--- config.mk ---
export PLATFORM = sky130hd
export DESIGN_NAME = link_setup_teardown_sender_unit
export DESIGN_NICKNAME = d
export VERILOG_FILES = /design/src/rtl/lsts_pkg.sv /design/src/rtl/link_setup_teardown_sender_unit.sv
export SDC_FILE = /design/constraint.sdc
export NUM_CORES = 1
export LEC_CHECK = 0
export BUFFER_PORTS_ARGS = -buffer_cell sky130_fd_sc_hd__buf_2
export CORE_MARGIN = 2
export CORE_UTILIZATION = 61
export DETAILED_ROUTE_END_ITERATION = 8
export GPL_TIMING_DRIVEN = 1
export PLACE_DENSITY_LB_ADDON = 0.3
export SLEW_MARGIN = 20
export SYNTH_ARGS = -nofsm -noshare
export SYNTH_HDL_FRONTEND = slang
export SYNTH_SLANG_ARGS = --single-unit
--- constraint.sdc ---
create_clock -name clk_i -period 4.5 [get_ports clk_i]
set_input_delay 0.675 -clock clk_i [delete_from_list [all_inputs] [get_ports clk_i]]
set_output_delay 0.675 -clock clk_i [all_outputs]
set_load 0.02 [all_outputs]
--- src/rtl/lsts_pkg.sv ---
// ----------------------------------------------------------------------------
// Link setup/teardown sender - shared definitions
// Request, action and phase codes, frame length and register reset values.
// ----------------------------------------------------------------------------
package lsts_pkg;

  // Request codes carried by req_type
  localparam logic [1:0] REQ_RX_BYTE = 2'd0;
  localparam logic [1:0] REQ_TICK    = 2'd1;
  localparam logic [1:0] REQ_OPEN    = 2'd2;
  localparam logic [1:0] REQ_CLOSE   = 2'd3;

  // Result action codes
  localparam logic [2:0] ACT_SET        = 3'd0;
  localparam logic [2:0] ACT_DISC       = 3'd1;
  localparam logic [2:0] ACT_UA_CLOSED  = 3'd2;
  localparam logic [2:0] ACT_CONNECTED  = 3'd3;
  localparam logic [2:0] ACT_OPEN_FAIL  = 3'd4;
  localparam logic [2:0] ACT_CLOSE_FAIL = 3'd5;

  // Link phase codes
  localparam logic [1:0] PH_IDLE          = 2'd0;
  localparam logic [1:0] PH_CONNECTING    = 2'd1;
  localparam logic [1:0] PH_TRANSFERRING  = 2'd2;
  localparam logic [1:0] PH_DISCONNECTING = 2'd3;

  // Configuration register indexes
  localparam logic [2:0] CFG_FLAG_BYTE      = 3'd0;
  localparam logic [2:0] CFG_OPEN_ADDR      = 3'd1;
  localparam logic [2:0] CFG_UA_CTRL        = 3'd2;
  localparam logic [2:0] CFG_CLOSE_ADDR     = 3'd3;
  localparam logic [2:0] CFG_DISC_CTRL      = 3'd4;
  localparam logic [2:0] CFG_OPEN_LIMIT     = 3'd5;
  localparam logic [2:0] CFG_CLOSE_LIMIT    = 3'd6;
  localparam logic [2:0] CFG_TIMEOUT_TICKS  = 3'd7;

  // Reply frame: flag, address, control, BCC, flag
  localparam int unsigned FRAME_LEN = 5;
  localparam logic [2:0] MATCH_FLAG_OPEN  = 3'd0;
  localparam logic [2:0] MATCH_ADDR       = 3'd1;
  localparam logic [2:0] MATCH_CTRL       = 3'd2;
  localparam logic [2:0] MATCH_BCC        = 3'd3;
  localparam logic [2:0] MATCH_FLAG_CLOSE = 3'd4;

  // Register reset values
  localparam logic [7:0]  RST_FLAG_BYTE     = 8'd126;
  localparam logic [7:0]  RST_OPEN_ADDR     = 8'd3;
  localparam logic [7:0]  RST_UA_CTRL       = 8'd7;
  localparam logic [7:0]  RST_CLOSE_ADDR    = 8'd1;
  localparam logic [7:0]  RST_DISC_CTRL     = 8'd11;
  localparam logic [3:0]  RST_OPEN_LIMIT    = 4'd3;
  localparam logic [3:0]  RST_CLOSE_LIMIT   = 4'd4;
  localparam logic [15:0] RST_TIMEOUT_TICKS = 16'd3;

endpackage

--- src/rtl/link_setup_teardown_sender_unit.sv ---
// ----------------------------------------------------------------------------
// Link setup/teardown sender unit
// Sender side of a serial link: opens and closes a connection with retries.
// ----------------------------------------------------------------------------
//
// Each item on the input channel is a received byte, a timer tick, an open
// command or a close command. An open sends SET and waits for the UA frame
// (flag, address, control, address XOR control, flag); a close sends DISC
// and waits for the peer's DISC frame, then answers with UA. A byte that
// does not fit the frame position sends the match back to the start, and
// that byte is not retried as a new start. Ticks count toward a timeout;
// each timeout raises the attempt count and either resends or gives up once
// the attempt limit is passed. Commands are honored in any phase and restart
// the exchange. Bytes and ticks while idle or transferring make no result.
// An item produces zero or one result item carrying the action and the
// phase after the step. Rate: one item per cycle while results are claimed;
// an item goes from the input register through one pass of compare and
// counter logic into the result register, which presents its result.
// Input is held back only while a result sits unclaimed in the result
// register. Configuration is written through its own port, one register
// per write, and is taken in any cycle; write it only while the unit is idle.
//
module link_setup_teardown_sender_unit
  import lsts_pkg::*;
(
  input  logic        clk_i,
  input  logic        rst_ni,
  // input items
  input  logic        in_valid_i,
  output logic        in_ready_o,
  input  logic [1:0]  req_type_i,
  input  logic [7:0]  rx_byte_i,
  // result items
  output logic        out_valid_o,
  input  logic        out_ready_i,
  output logic [2:0]  action_o,
  output logic [1:0]  link_phase_o,
  // configuration writes
  input  logic        cfg_valid_i,
  output logic        cfg_ready_o,
  input  logic [2:0]  cfg_index_i,
  input  logic [15:0] cfg_data_i
);

  // --------------------------------------------------------------------------
  // Configuration registers
  // --------------------------------------------------------------------------
  logic [7:0]  flag_byte_q;
  logic [7:0]  open_addr_q;
  logic [7:0]  ua_ctrl_q;
  logic [7:0]  close_addr_q;
  logic [7:0]  disc_ctrl_q;
  logic [3:0]  open_limit_q;
  logic [3:0]  close_limit_q;
  logic [15:0] timeout_ticks_q;

  assign cfg_ready_o = 1'b1;

  always_ff @(posedge clk_i or negedge rst_ni) begin
    if (!rst_ni) begin
      flag_byte_q     <= RST_FLAG_BYTE;
      open_addr_q     <= RST_OPEN_ADDR;
      ua_ctrl_q       <= RST_UA_CTRL;
      close_addr_q    <= RST_CLOSE_ADDR;
      disc_ctrl_q     <= RST_DISC_CTRL;
      open_limit_q    <= RST_OPEN_LIMIT;
      close_limit_q   <= RST_CLOSE_LIMIT;
      timeout_ticks_q <= RST_TIMEOUT_TICKS;
    end else if (cfg_valid_i && cfg_ready_o) begin
      case (cfg_index_i)
        CFG_FLAG_BYTE:     flag_byte_q     <= cfg_data_i[7:0];
        CFG_OPEN_ADDR:     open_addr_q     <= cfg_data_i[7:0];
        CFG_UA_CTRL:       ua_ctrl_q       <= cfg_data_i[7:0];
        CFG_CLOSE_ADDR:    close_addr_q    <= cfg_data_i[7:0];
        CFG_DISC_CTRL:     disc_ctrl_q     <= cfg_data_i[7:0];
        CFG_OPEN_LIMIT:    open_limit_q    <= cfg_data_i[3:0];
        CFG_CLOSE_LIMIT:   close_limit_q   <= cfg_data_i[3:0];
        CFG_TIMEOUT_TICKS: timeout_ticks_q <= cfg_data_i;
        default: ;
      endcase
    end
  end

  // --------------------------------------------------------------------------
  // Input register and stage control
  // --------------------------------------------------------------------------
  logic       in_valid_q;
  logic [1:0] req_q;
  logic [7:0] byte_q;
  logic       out_valid_q;
  logic       advance;

  // Process the held item whenever the result slot is free or being emptied.
  assign advance    = in_valid_q && (!out_valid_q || out_ready_i);
  assign in_ready_o = !in_valid_q || advance;

  always_ff @(posedge clk_i or negedge rst_ni) begin
    if (!rst_ni) begin
      in_valid_q <= 1'b0;
    end else if (in_ready_o) begin
      in_valid_q <= in_valid_i;
    end
  end

  // Payload needs no reset; load only on acceptance.
  always_ff @(posedge clk_i) begin
    if (in_valid_i && in_ready_o) begin
      req_q  <= req_type_i;
      byte_q <= rx_byte_i;
    end
  end

  // --------------------------------------------------------------------------
  // Link state
  // --------------------------------------------------------------------------
  logic [1:0]  phase_q, phase_d;
  logic [2:0]  match_q, match_d;
  logic [3:0]  attempt_q, attempt_d;
  logic [15:0] timer_q, timer_d;

  logic        res_valid;
  logic [2:0]  res_action;

  // Combinational helpers
  logic        opening, closing;
  logic [7:0]  exp_addr, exp_ctrl, exp_byte;
  logic        hit;
  logic [2:0]  match_inc;
  logic [15:0] limit_t;
  logic [16:0] timer_inc;
  logic [4:0]  attempt_inc;
  logic [3:0]  cur_limit;

  assign opening = (phase_q == PH_CONNECTING);
  assign closing = (phase_q == PH_DISCONNECTING);

  // Pick the frame being awaited in this phase.
  assign exp_addr = opening ? open_addr_q : close_addr_q;
  assign exp_ctrl = opening ? ua_ctrl_q   : disc_ctrl_q;
  assign cur_limit = opening ? open_limit_q : close_limit_q;

  always_comb begin
    exp_byte = flag_byte_q;
    hit      = 1'b0;
    case (match_q)
      MATCH_FLAG_OPEN: begin
        exp_byte = flag_byte_q;
        hit      = (byte_q == exp_byte);
      end
      MATCH_ADDR: begin
        exp_byte = exp_addr;
        hit      = (byte_q == exp_byte);
      end
      MATCH_CTRL: begin
        exp_byte = exp_ctrl;
        hit      = (byte_q == exp_byte);
      end
      MATCH_BCC: begin
        exp_byte = exp_addr ^ exp_ctrl;
        hit      = (byte_q == exp_byte);
      end
      MATCH_FLAG_CLOSE: begin
        exp_byte = flag_byte_q;
        hit      = (byte_q == exp_byte);
      end
      default: begin
        exp_byte = flag_byte_q;
        hit      = 1'b0;
      end
    endcase
  end

  assign match_inc   = match_q + 3'd1;
  // A zero timeout counts as one tick.
  assign limit_t     = (timeout_ticks_q == 16'd0) ? 16'd1 : timeout_ticks_q;
  assign timer_inc   = {1'b0, timer_q} + 17'd1;
  assign attempt_inc = {1'b0, attempt_q} + 5'd1;

  always_comb begin
    phase_d    = phase_q;
    match_d    = match_q;
    attempt_d  = attempt_q;
    timer_d    = timer_q;
    res_valid  = 1'b0;
    res_action = ACT_SET;

    case (req_q)
      REQ_OPEN: begin
        // Restart connecting from the first attempt.
        attempt_d = 4'd1;
        match_d   = MATCH_FLAG_OPEN;
        timer_d   = '0;
        res_valid = 1'b1;
        if (open_limit_q == 4'd0) begin
          phase_d    = PH_IDLE;
          res_action = ACT_OPEN_FAIL;
        end else begin
          phase_d    = PH_CONNECTING;
          res_action = ACT_SET;
        end
      end
      REQ_CLOSE: begin
        attempt_d = 4'd1;
        match_d   = MATCH_FLAG_OPEN;
        timer_d   = '0;
        res_valid = 1'b1;
        if (close_limit_q == 4'd0) begin
          phase_d    = PH_IDLE;
          res_action = ACT_CLOSE_FAIL;
        end else begin
          phase_d    = PH_DISCONNECTING;
          res_action = ACT_DISC;
        end
      end
      REQ_RX_BYTE: begin
        if (opening || closing) begin
          if (!hit) begin
            // Drop back to the frame start; this byte is not rechecked.
            match_d = MATCH_FLAG_OPEN;
          end else if (match_inc == 3'(FRAME_LEN)) begin
            match_d   = MATCH_FLAG_OPEN;
            timer_d   = '0;
            res_valid = 1'b1;
            if (opening) begin
              phase_d    = PH_TRANSFERRING;
              res_action = ACT_CONNECTED;
            end else begin
              phase_d    = PH_IDLE;
              res_action = ACT_UA_CLOSED;
            end
          end else begin
            match_d = match_inc;
          end
        end
      end
      REQ_TICK: begin
        if (opening || closing) begin
          if (timer_inc < {1'b0, limit_t}) begin
            timer_d = timer_inc[15:0];
          end else begin
            // Timeout: clear the frame match and either resend or give up.
            timer_d   = '0;
            match_d   = MATCH_FLAG_OPEN;
            res_valid = 1'b1;
            if (attempt_inc > {1'b0, cur_limit}) begin
              phase_d    = PH_IDLE;
              res_action = opening ? ACT_OPEN_FAIL : ACT_CLOSE_FAIL;
            end else begin
              attempt_d  = attempt_inc[3:0];
              res_action = opening ? ACT_SET : ACT_DISC;
            end
          end
        end
      end
      default: ;
    endcase
  end

  always_ff @(posedge clk_i or negedge rst_ni) begin
    if (!rst_ni) begin
      phase_q   <= PH_IDLE;
      match_q   <= MATCH_FLAG_OPEN;
      attempt_q <= 4'd1;
      timer_q   <= '0;
    end else if (advance) begin
      phase_q   <= phase_d;
      match_q   <= match_d;
      attempt_q <= attempt_d;
      timer_q   <= timer_d;
    end
  end

  // --------------------------------------------------------------------------
  // Result register
  // --------------------------------------------------------------------------
  logic [2:0] action_q;
  logic [1:0] out_phase_q;

  always_ff @(posedge clk_i or negedge rst_ni) begin
    if (!rst_ni) begin
      out_valid_q <= 1'b0;
    end else if (advance) begin
      out_valid_q <= res_valid;
    end else if (out_ready_i) begin
      out_valid_q <= 1'b0;
    end
  end

  always_ff @(posedge clk_i) begin
    if (advance && res_valid) begin
      action_q    <= res_action;
      out_phase_q <= phase_d;
    end
  end

  assign out_valid_o  = out_valid_q;
  assign action_o     = action_q;
  assign link_phase_o = out_phase_q;

endmodule

==> results.json <==
{
  "status": "finished, final reports clean",
  "overflow": 0,
  "io_buffers": 40,
  "layout-drive-gt1-share_pct": 24.5,
  "gp_congestion": 0.875,
  "nNetsFinal": 680,
  "hold_class": "in2async",
  "period_share_pct": 83.5,
  "detail-route-antenna-nets": 0,
  "path_common_cell": "and3_1",
  "r2r_start": "timer_q[2]$_DFFE_PN0P_",
  "end_kind": "flop",
  "path_cells": "and3_1, and3_1, nand3_1, nor2_1, xnor2_1, ha_1, a21o_1, a21oi_1, a21o_1, a31oi_1, nor3_1, buf_4, and3_1, a21oi_1, a2bb2oi_1",
  "clock_latency_ps": 380,
  "powerDensity_nw_per_um2": 475,
  "worstMarginPinSlew_ps": 882,
  "fill_cells": 738,
  "reg2reg_slack_ps": 740,
  "drtIter0Drc": 287,
  "cts_hold_buf": 0,
  "slew_headroom_pct": 41.0,
  "root_buffer": "clkbuf_8",
  "hold_slack_ps": 392,
  "clockBufferDepth": 2,
  "p_leak_nw": 2.85,
  "htreeDepth": 3,
  "dieHeight_um": 105,
  "finalMaxSlewViolations": 0,
  "slowest_delay_ps": 550,
  "ir_drop_uv": 239,
  "rr_endpoint": "timer_q[6]$_DFFE_PN0P_",
  "max_cap_violations": 0,
  "routedWlPerCell_um": 18.4,
  "cp_num_buf_inv": 1,
  "synth-seq-cells": 106,
  "grt_max_degree": 68,
  "antenna_found_initial": 0,
  "drcViolationCount": 0,
  "clkTransAtPathRegs_ps": 100,
  "yosysWarningCount": 0,
  "post_cts_resized": 0,
  "grt_pass1_vias": 4712,
  "postCtsSetupBuffers": 0,
  "area_delta_synth_final_pct": 7.85,
  "synth_ff_type": "dfrtp_1",
  "die_width_um": 105,
  "synth-async-reset-ratio_pct": 85.8,
  "path_max_fanout": 16,
  "syn-num-nets": 645,
  "design.die.area_um2": 10900,
  "setup.worst_path.start": "timer_q[2]$_DFFE_PN0P_",
  "reg2regPathDepth": 15,
  "totalWireLength_um": 13900,
  "setup.worst_path.start_class": "flop",
  "detailed_place_hpwl_um": 10100,
  "cts_tree": "built",
  "initial_core_util_pct": 63.1,
  "fin_tns_setup_ps": 0,
  "syn_avg_cell_area_um2": 10.6,
  "synthCells": 584,
  "path_depth": 15,
  "setup_viol": 0,
  "synth-seq-area-share_pct": 44.7,
  "grt_pass1_wl_um": 23000,
  "netlist-cell-type-count": 64,
  "coreArea_um2": 9770,
  "grtUsageTotal_pct": 26.4,
  "fmax_ghz": 0.266,
  "critPathKind": "reg2reg",
  "cp_slowest_cell": "and3_1",
  "critPathTopFamily": "simple AND/OR/NAND/NOR gates",
  "syn_area_um2": 6170,
  "finClkSkew_ps": 9.56,
  "ios": 42,
  "placementRows": 36,
  "setup.worst_path.end": "timer_q[6]$_DFFE_PN0P_",
  "layout_min_cycle_time_ps": 3760,
  "cts_made_buffers": 9,
  "arrival_ps": 4060,
  "insertedDiodeCount": 0,
  "vias": 4743,
  "rsz0062_at_grt": "no",
  "hold_viol_final": 0,
  "drt_pass1_iterations": 5,
  "synth_edf_count": 15,
  "vias_per_cell": 6.27,
  "cts.sinks": 106,
  "required_ps": 4800
}
==> synthesized netlist by cell type, types with 8 or more instances <==
master	n	area [um^2]
nand4_1	8	50.1
or3_1	8	50.1
edfxtp_1	15	450
ha_1	27	338
a22oi_1	10	75.1
nor2_1	25	93.8
xnor2_1	16	140
a21oi_1	24	120
inv_1	46	173
mux2i_1	20	200
dfstp_2	21	552
o21ai_0	39	195
dfrtp_1	70	1750
nand2b_1	9	56.3
nand3_1	14	70.1
nand2_1	33	124
mux2_2	60	676
clkbuf_1	12	45.0
==> where the power goes <==
part | internal (mW) | total [mW] | switching (mW)
registers | 1.22 | 1.42 | 0.205
clock network | 0.263 | 0.587 | 0.324
logic | 0.512 | 1.15 | 0.635
==> layer usage <==
| metal | global-route usage (%) | routed length (um) |
|---|---|---|
| met3 | 4.99 | 980 |
| met4 | 13.4 | 469 |
| met5 | 0 | 0 |
| met2 | 42.7 | 6500 |
| met1 | 34.0 | 5980 |
==> final cells by class <==
type / instances / area (um^2) / share of cell area (%)
multi-input cells: 410 / 3120 / 46.9
flip-flops and latches: 106 / 2750 / 41.4
repair buffers: 46 / 248 / 3.72
inverters: 46 / 173 / 2.60
well taps: 133 / 166 / 2.50
clock buffers: 11 / 135 / 2.03
clock inverters: 5 / 56.3 / 0.847
==> kinds of logic after synthesis <==
group | Yosys count | synth area share, %
AOI/OAI and AO/OA | 132 | 14.1
xor gates and xnor gates | 23 | 3.27
adders and majority gates | 27 | 5.48
buffers and inverters | 68 | 4.93
DFF | 106 | 44.7
muxes | 81 | 14.4
other | 1 | 0.0608
and+or+nand+nor | 146 | 13.1
==> flip-flops by register name, summed over array words and instances (netlist names), 2 cells and up <==
signal / count
close_addr_q: 8
ua_ctrl_q: 8
phase_q: 2
byte_q: 8
close_limit_q: 4
timer_q: 16
flag_byte_q: 8
open_limit_q: 4
timeout_ticks_q: 16
match_q: 3
req_q: 2
disc_ctrl_q: 8
action_o: 3
open_addr_q: 8
link_phase_o: 2
attempt_q: 4
==> how the worst min path moves through the flow <==
| stage | start | end | slack, ps | cells past startpoint |
|---|---|---|---|---|
| CTS | rst_ni | timer_q[12]$_DFFE_PN0P_ | 430 | 1 |
| floorplan | rst_ni | attempt_q[1]$_DFFE_PN0P_ | 380 | 0 |
| detailed placement | disc_ctrl_q[7]$_DFFE_PN0P_ | disc_ctrl_q[7]$_DFFE_PN0P_ | 500 | 1 |
| global route | req_type_i[1] | req_q[1]$_DFFE_PP_ | 460 | 1 |
| finish | rst_ni | timer_q[12]$_DFFE_PN0P_ | 390 | 1 |
| global placement | ua_ctrl_q[7]$_DFFE_PN0P_ | ua_ctrl_q[7]$_DFFE_PN0P_ | 490 | 1 |
==> per-stage QoR <==
stage	instance area (um^2)	worst slack [ps]	util [%]	power [mW]	cells
after floorplan	6170	910	-	2.30	584
after global placement	6460	944	66.1	2.49	741
after detailed placement	6460	769	66.1	2.57	741
after CTS	6650	761	68.0	3.15	757
after global routing	6650	387	68.0	3.37	757
final	6650	743	68.0	3.16	757
==> cells in the final DEF, fill, tap and decap left out, types with 20 or more instances in the layout <==
cell and count:
mux2_2 60, nand2_1 33, o21ai_0 39, a21oi_1 24, nor2_1 25, inv_1 46
mux2i_1 20, dfrtp_1 70, dfstp_2 21, ha_1 27, buf_2 39
(Power assumes the default switching activity.)
